<file path="src/hdl/dgsl_pkg.sv">
// Types and constants shared by the slope limiter pipeline.
// No dependencies; used by dgsl_hstep and dg_slope_limiter.
package dgsl_pkg;

	localparam int DATA_WIDTH = 32;
	localparam int EW = DATA_WIDTH + 1;   // exact neighbor differences
	localparam int MW = DATA_WIDTH + 3;   // candidate slopes before saturation
	localparam int RW = DATA_WIDTH + 3;   // divider partial remainder
	localparam int QW = DATA_WIDTH + 2;   // van Leer magnitude

	localparam logic [1:0] MODE_MINMOD   = 2'd0;
	localparam logic [1:0] MODE_VANLEER  = 2'd1;
	localparam logic [1:0] MODE_MC       = 2'd2;
	localparam logic [1:0] MODE_SUPERBEE = 2'd3;

	localparam logic [1:0] REG_LIMITER_MODE  = 2'd0;
	localparam logic [1:0] REG_LIMIT_Y_EN    = 2'd1;
	localparam logic [1:0] REG_LEFT_BOUNDARY = 2'd2;
	localparam logic [1:0] REG_RIGHT_BOUNDARY = 2'd3;

	typedef struct packed {
		logic signed [DATA_WIDTH-1:0] cell_mean;
		logic signed [DATA_WIDTH-1:0] x_slope;
		logic signed [DATA_WIDTH-1:0] left_mean;
		logic                         has_left;
		logic signed [DATA_WIDTH-1:0] right_mean;
		logic                         has_right;
		logic signed [DATA_WIDTH-1:0] y_slope;
		logic                         has_y_slope;
		logic signed [DATA_WIDTH-1:0] bottom_mean;
		logic                         has_bottom;
		logic signed [DATA_WIDTH-1:0] top_mean;
		logic                         has_top;
	} cell_t;

	typedef struct packed {
		logic signed [DATA_WIDTH-1:0] x_slope_out;
		logic                         x_changed;
		logic signed [DATA_WIDTH-1:0] y_slope_out;
		logic                         y_changed;
	} result_t;

	// State of the harmonic-mean divider: floor(2*x*y / (x + y)).
	typedef struct packed {
		logic [EW-1:0]         x2;
		logic [EW-1:0]         d;
		logic [DATA_WIDTH-1:0] y;
		logic [RW-1:0]         r;
		logic [QW-1:0]         q;
	} div_t;

	typedef struct packed {
		div_t                         div;
		logic [1:0]                   mode;
		logic signed [DATA_WIDTH-1:0] sx;
		logic signed [MW-1:0]         lx_pre;
		logic                         vl_ok;
		logic                         vl_neg;
		logic signed [DATA_WIDTH-1:0] y_out;
		logic                         y_chg;
	} pipe_t;

endpackage

</file>
<file path="src/hdl/dgsl_hstep.sv">
// One pipeline stage of the harmonic-mean divider: one bit of y per stage.
// Depends on dgsl_pkg.
module dgsl_hstep #(
	parameter int BIT = 0
) (
	input  logic            clk,
	input  logic            arst_n,
	input  logic            up_valid,
	output logic            up_stall,
	input  dgsl_pkg::pipe_t up_data,
	output logic            dn_valid,
	input  logic            dn_stall,
	output dgsl_pkg::pipe_t dn_data
);

	logic            valid_q;
	dgsl_pkg::pipe_t data_q;
	dgsl_pkg::pipe_t nxt;
	logic [dgsl_pkg::RW-1:0] t, d1, d2, d3;
	logic [1:0] k;

	assign up_stall = valid_q && dn_stall;
	assign dn_valid = valid_q;
	assign dn_data  = data_q;

	// Shift in the next bit of y times 2x; the remainder stays below 4d,
	// so at most three subtractions of d are needed.
	always_comb begin
		nxt = up_data;
		t  = {up_data.div.r[dgsl_pkg::RW-2:0], 1'b0}
			+ (up_data.div.y[BIT] ? dgsl_pkg::RW'(up_data.div.x2) : '0);
		d1 = dgsl_pkg::RW'(up_data.div.d);
		d2 = {d1[dgsl_pkg::RW-2:0], 1'b0};
		d3 = d1 + d2;
		if (t >= d3) begin
			k = 2'd3;
			nxt.div.r = t - d3;
		end else if (t >= d2) begin
			k = 2'd2;
			nxt.div.r = t - d2;
		end else if (t >= d1) begin
			k = 2'd1;
			nxt.div.r = t - d1;
		end else begin
			k = 2'd0;
			nxt.div.r = t;
		end
		nxt.div.q = {up_data.div.q[dgsl_pkg::QW-2:0], 1'b0} + dgsl_pkg::QW'(k);
	end

	always_ff @(posedge clk or negedge arst_n) begin
		if (!arst_n) begin
			valid_q <= 1'b0;
		end else if (!up_stall) begin
			valid_q <= up_valid;
		end
	end

	always_ff @(posedge clk) begin
		if (!up_stall) begin
			data_q <= nxt;
		end
	end

endmodule

</file>
<file path="config.mk">
export PLATFORM = sky130hd
export DESIGN_NAME = dgsl_hstep
export DESIGN_NICKNAME = d
export VERILOG_FILES = /design/src/hdl/dgsl_pkg.sv /design/src/hdl/dgsl_hstep.sv
export SDC_FILE = /design/constraint.sdc
export NUM_CORES = 1
export LEC_CHECK = 0
export BUFFER_PORTS_ARGS = -buffer_cell sky130_fd_sc_hd__buf_4
export CAP_MARGIN = 20
export CORE_AREA = 2 2 214 216
export DETAILED_ROUTE_END_ITERATION = 16
export DIE_AREA = 0 0 216 218
export GPL_TIMING_DRIVEN = 1
export PLACE_DENSITY = 0.67
export SETUP_SLACK_MARGIN = 0.2
export SLEW_MARGIN = 40
export SYNTH_ARGS = -nofsm -noshare
export SYNTH_HDL_FRONTEND = slang
export SYNTH_SLANG_ARGS = --single-unit
</file>
<file path="constraint.sdc">
create_clock -name clk -period 10.1 [get_ports clk]
set_input_delay 2.02 -clock clk [delete_from_list [all_inputs] [get_ports clk]]
set_output_delay 2.02 -clock clk [all_outputs]
set_load 0.05 [all_outputs]
</file>
==> metrics, run 1 <==
status=complete, no violations; Max-slew headroom=38.9%; WP data arrival=8.76 ns; core area=44900 um^2; share of layout cells above drive strength 1=27.2%; first-pass GRT wire length=110 mm; Setup TNS Final=0 ns; average size of a mapped cell=10.4 um^2; H-tree levels=1; WS Path Type=input port to register; leakage=0.0108 uW; fin nets=2813; row cnt=78; root buffer cell=clkbuf_16; Hold Buf Count CTS=0; mapped cell area=19000 um^2; Area Overhead vs Synth=30.4%; Final Cycle Share=83.5%; setup slack after placement=1.26 ns; largest stage delay on the critical path=0.63 ns; Post-synth top flop=edfxtp_1; Placed Area=23800 um^2; slowest CP cell=nor4_1; sequential area share after synthesis=43.0%; Max Clock Freq=119 MHz; CP bufs+invs=4; leading post-synthesis cells by cell area=edfxtp_1 43%, ha_1 11%, xnor2_1 4.9%; RSZ-0062 raised after global routing=false; clock buffer count from CTS=30; antenna violations before repair=21; cells after synthesis=1821; Yosys cell types=101; Post-synth EDFFs=271; final WL=77.8 mm; DRC viols=0; GRT Overall Usage=31.8%; DRT Pass-1 Iters=5; CP max FO=34; DR vias/cell=5.84; Post-DRT Antenna Nets=0; largest net degree at the start of global routing=104; CTS tree=done; GPL Wtd Cong=0.970; post-CTS setup buffers=0; number of gates resized after cts=0; crit end category=register; Initial Util=42.3%; final worst slack=1.67 ns; PortBufs=545; Synth Warn #=0; CP Launch Type=input port; later-pin clock latency in the skew report=0.58 ns; Syn Nets=2268; Die ar.=47100 um^2; CP top delay family=simple AND/OR/NAND/NOR gates; Placed Instances=2934; cell repeated most along the worst path=ha_1; Power Dens Cells=211 nW/um^2; worst clock skew=0.00781 ns; dominant cell type by area after synthesis=edfxtp_1; die extent in y=218 um; Non-Filler Instances=3006; max_cap viols=0; I/O Pins=548; VDD IR max=142 uV; Final HPWL DP=65.1 mm; fin crit period=8.43 ns; clock buffer depth=3; Wirelength per Cell=25.9 um; final hold vios=0; max-slew violations=0; Yosys reg bits=272; gr ovfl total=0; asr flop ratio synth=0.368%; # setup viols final=0; via count=17556; die width=216 um; Hold Crit Class=register to register; CTS Sinks=272; starting DRC count in detailed routing=1512; design area=24700 um^2; Slew @ Worst Pin=0.910 ns; vias in the first global route=16770; Critical Path RT=10.43 ns; Clock transition at path regs=0.06 ns; post-synth top area share=42.9%
-- synth_stat cells (all sizes together), types with 16 or more instances --
master	number
edfxtp	271
ha	167
a21oi	148
xnor2	107
nand2	100
nor2	100
inv	99
o21ai	85
nand3	62
xor2	62
a21o	61
nor3	45
and2	39
clkbuf	34
nand4	28
o21bai	25
a211oi	24
nand2b	24
o21a	24
and3	23
o211ai	23
a31oi	21
buf	17
o31ai	16
-- metrics by stage --
step | total power (uW) | hold slack, ns | util [%]
final | 5220 | 1.05 | 55.1
after global routing | 5460 | 1.15 | 55.1
after CTS | 5200 | 1.10 | 55.0
after detailed placement | 4120 | 1.08 | 52.9
after global placement | 4100 | 1.06 | 52.8
after floorplan | 3320 | 1.72 | -
-- state kept, by name (all words and copies together), names as in the netlist --
signal    cells
dn_data     271
dn_valid      1
-- layer usage --
metal  vias up  global-route usage [%]  part of all wire (%)
li1       8075                       -                     -
met2       787                    52.6                    48
met5         -                       0                 0.031
met3       124                    5.34                   6.7
met1      8566                    42.2                    43
met4         4                    10.7                   2.9
-- final timing paths --
check	startpoint	end	slack (ns)	cells past startpoint
min in group asynchronous	arst_n	dn_valid	1.23	1
worst max register to register	dn_valid	dn_data[140]	7.73	3
worst max-delay path	up_data[173]	dn_data[134]	1.67	28
worst min register to register	dn_valid	dn_valid	1.05	2
max in group asynchronous	arst_n	dn_valid	8.78	1
worst min-delay path	dn_valid	dn_valid	1.05	2
-- placed cells by master (no fill, tap or decap), types with 62 or more instances in the layout --
cell type | netlist | routed
edfxtp_1 | 271 | 271
xnor2_1 | 106 | 106
buf_4 | 0 | 562
inv_1 | 96 | 96
nand2_1 | 99 | 98
ha_1 | 167 | 167
nor2_1 | 99 | 99
xor2_1 | 62 | 62
a21oi_1 | 143 | 143
o21ai_0 | 79 | 79
-- cell families after synthesis --
group	count (synthesis)	synth area share, %
xor+xnor	169	7.90
fa+ha+maj	172	11.5
buf+inv	150	3.32
mux	15	0.824
flops	272	43.0
compound gates	555	20.1
simple gates	488	13.3
-- power by group --
group	switching, uW	total, uW	leakage, uW	internal [uW]
Sequential	55.3	1490	0.00274	1440
Combinational	1740	2660	0.00755	918
Clock	458	1070	0.000460	611
Total	2250	5220	0.0108	2970
-- worst min-delay path, delay by kind of cell (launching register included) --
family,cells,cell delay (ns)
simple gates,2,0.57
flops,1,0.44
-- cell type report --
cell class	instances	area [um^2]
Clock buffer	39	806
Tap cell	600	751
Timing Repair Buffer	564	4270
Antenna cell	17	42.5
Clock inverter	16	138
Sequential cell	272	8160
Multi-Input combinational cell	1399	10200
Fill cell	4015	20100
Inverter	99	374
No activity file was read; power rests on OpenSTA's default activity.
==> run 2, diff against run 1 <==
Settings changed: ABC_AREA set to 1, PLACE_DENSITY 0.67 to 0.74.
Clock period 10.1 ns to 7.7 ns, I/O delays scaled along.
==> run 2 against run 1 <==
First-iteration DRC count grew 45%. Core utilization grew 5.7 points. Cell count up 29%. Clock power rose by 39%. Combinational power increased by 44%. Die area unchanged. Count of clock-buffer cells in the layout decreased by 8. Sequential share of layout area fell by 3.1 points. Largest cell class unchanged. Largest power group unchanged.
==> metrics, run 2 <==
status=complete, no violations; fin crit period=7.03 ns; GRT Overall Usage=35.3%; worst clock skew=0.0368 ns; WP data arrival=7.41 ns; die width=216 um; most frequent cell after synthesis=nand2_1; root buffer cell=clkbuf_16; Final HPWL DP=73.4 mm; largest net degree at the start of global routing=123; Power Dens Cells=265 nW/um^2; final worst slack=0.669 ns; max_cap viols=0; post-synth top area share=39.6%; CTS tree=done; average size of a mapped cell=7.98 um^2; sequential area share after synthesis=39.8%; max-slew violations=0; antenna violations before repair=19; H-tree levels=1; Post-synth EDFFs=271; Syn Nets=3020; r2r setup slk=5.58 ns; fin nets=3701; Yosys cell types=50; CP max FO=4; clock buffer count from CTS=29; CP top delay family=simple AND/OR/NAND/NOR gates; Final Cycle Share=91.3%; Post-DRT Antenna Nets=0; cells after synthesis=2573; filler cell count=4140; CP Launch Type=input port; Worst R2R Path Depth=3; Max-slew headroom=41.4%; VDD IR max=277 uV; Slew @ Worst Pin=0.872 ns; die extent in y=218 um; crit end category=register; # setup viols final=0; most frequent cells in the layout=674 x buf_4, 666 x nand2_1, 340 x inv_1; asr flop ratio synth=0.368%; CTS Sinks=272; DR vias/cell=5.45; setup slack after placement=0.0444 ns; final WL=86.2 mm; row cnt=78; later-pin clock latency in the skew report=0.58 ns; via count=21199; leading post-synthesis cells by cell area=edfxtp_1 40%, nand2_1 12%, ha_1 10%; Area Overhead vs Synth=33.1%; core area=44900 um^2; RSZ-0062 raised after global routing=false; Synth Warn #=0; commonest non-fill, non-tap cell in the layout=buf_4; Die ar.=47100 um^2; CP bufs+invs=4; DRT Pass-1 Iters=6; vias in the first global route=19566; leakage=0.0134 uW; Setup TNS Final=0 ns; Initial Util=45.7%; Post-synth top flop=edfxtp_1; Yosys reg bits=272; starting DRC count in detailed routing=2191; Hold Crit Class=input port to asynchronous set/reset pin; mapped cell area=20500 um^2; GPL Wtd Cong=1.07; PortBufs=545; synth cell count leaders=667 x nand2_1, 340 x inv_1, 271 x edfxtp_1; DRC viols=0; Clock transition at path regs=0.06 ns; Wirelength per Cell=22.2 um; reg-to-reg startpoint=dn_valid; clock buffer depth=3; final hold vios=0; WS Path Type=input port to register; share of layout cells above drive strength 1=23.4%; Max Clock Freq=142 MHz; cell repeated most along the worst path=nand2_1; Critical Path RT=8.08 ns; max reg flops=271; gr ovfl total=0; dominant cell type by area after synthesis=edfxtp_1; largest stage delay on the critical path=0.63 ns; slowest CP cell=o21ai_0; I/O Pins=548; first-pass GRT wire length=123 mm; worst r2r dst=dn_data[235]
[run 2: stage by stage]
step | util, % | cells | hold WS, ns | power, uW | instance area [um^2]
floorplan | - | 2573 | 1.24 | 4400 | 20500
global placement | 58.4 | 3822 | 1.29 | 5690 | 26200
detailed placement | 58.4 | 3822 | 1.31 | 5710 | 26200
CTS | 60.6 | 3875 | 0.727 | 7210 | 27200
global route | 60.8 | 3890 | 0.741 | 7620 | 27300
finish | 60.9 | 3892 | 0.756 | 7250 | 27300
[run 2: area by class of cell]
cell class | instances | area (um^2) | area share (%)
Clock inverter | 22 | 278 | 1.02
Clock buffer | 31 | 733 | 2.68
Timing Repair Buffer | 677 | 5110 | 18.7
Tap cell | 600 | 751 | 2.75
Inverter | 344 | 1290 | 4.73
Sequential cell | 272 | 8160 | 29.9
Multi-Input combinational cell | 1930 | 11000 | 40.1
Antenna cell | 16 | 40.0 | 0.147
[run 2: routing by layer]
| metal | track usage [%] | share of wire, % | vias up |
|---|---|---|---|
| met1 | 46.5 | 41 | 9875 |
| met3 | 6.71 | 8.9 | 201 |
| li1 | - | - | 10031 |
| met2 | 57.4 | 46 | 1090 |
| met5 | 0 | 0.014 | - |
| met4 | 14.3 | 4.6 | 2 |
[run 2: what timing repair did]
item | in CTS | in global routing
hold buffers | 0 | 0
endpoints found under the setup margin | 0 | 11
gates resized for setup | 0 | 6
buffers inserted | 0 | 0
[run 2: cell families after synthesis]
family	count (synthesis)	synth area share [%]
and+or+nand+nor	1206	24.8
adders and majority gates	172	10.7
buffers and inverters	371	7.18
DFF	272	39.8
AOI/OAI and AO/OA	387	10.5
xor gates and xnor gates	165	7.04
[run 2: report_power, final]
group	switching [uW]	internal, uW
logic	2560	1250
registers	65.2	1880
clock network	596	891
[run 2: worst reg2reg max path, cell delays in order (launching register included)]
cell	delay (ns)
dfrtp_1	0.44
nand2_8	0.30
buf_16	0.39
buf_6	0.57
[run 2: how the worst max path moves through the flow]
stage | slack [ns] | cells past startpoint | startpoint | end
after floorplan | 0.86 | 33 | up_data[173] | dn_data[135]
after global placement | 0.12 | 33 | up_data[173] | dn_data[127]
after detailed placement | 0.04 | 32 | up_data[205] | dn_data[134]
after CTS | 0.59 | 32 | up_data[205] | dn_data[134]
after global routing | 0.21 | 33 | up_data[207] | dn_data[127]
final | 0.67 | 30 | up_data[207] | dn_data[131]
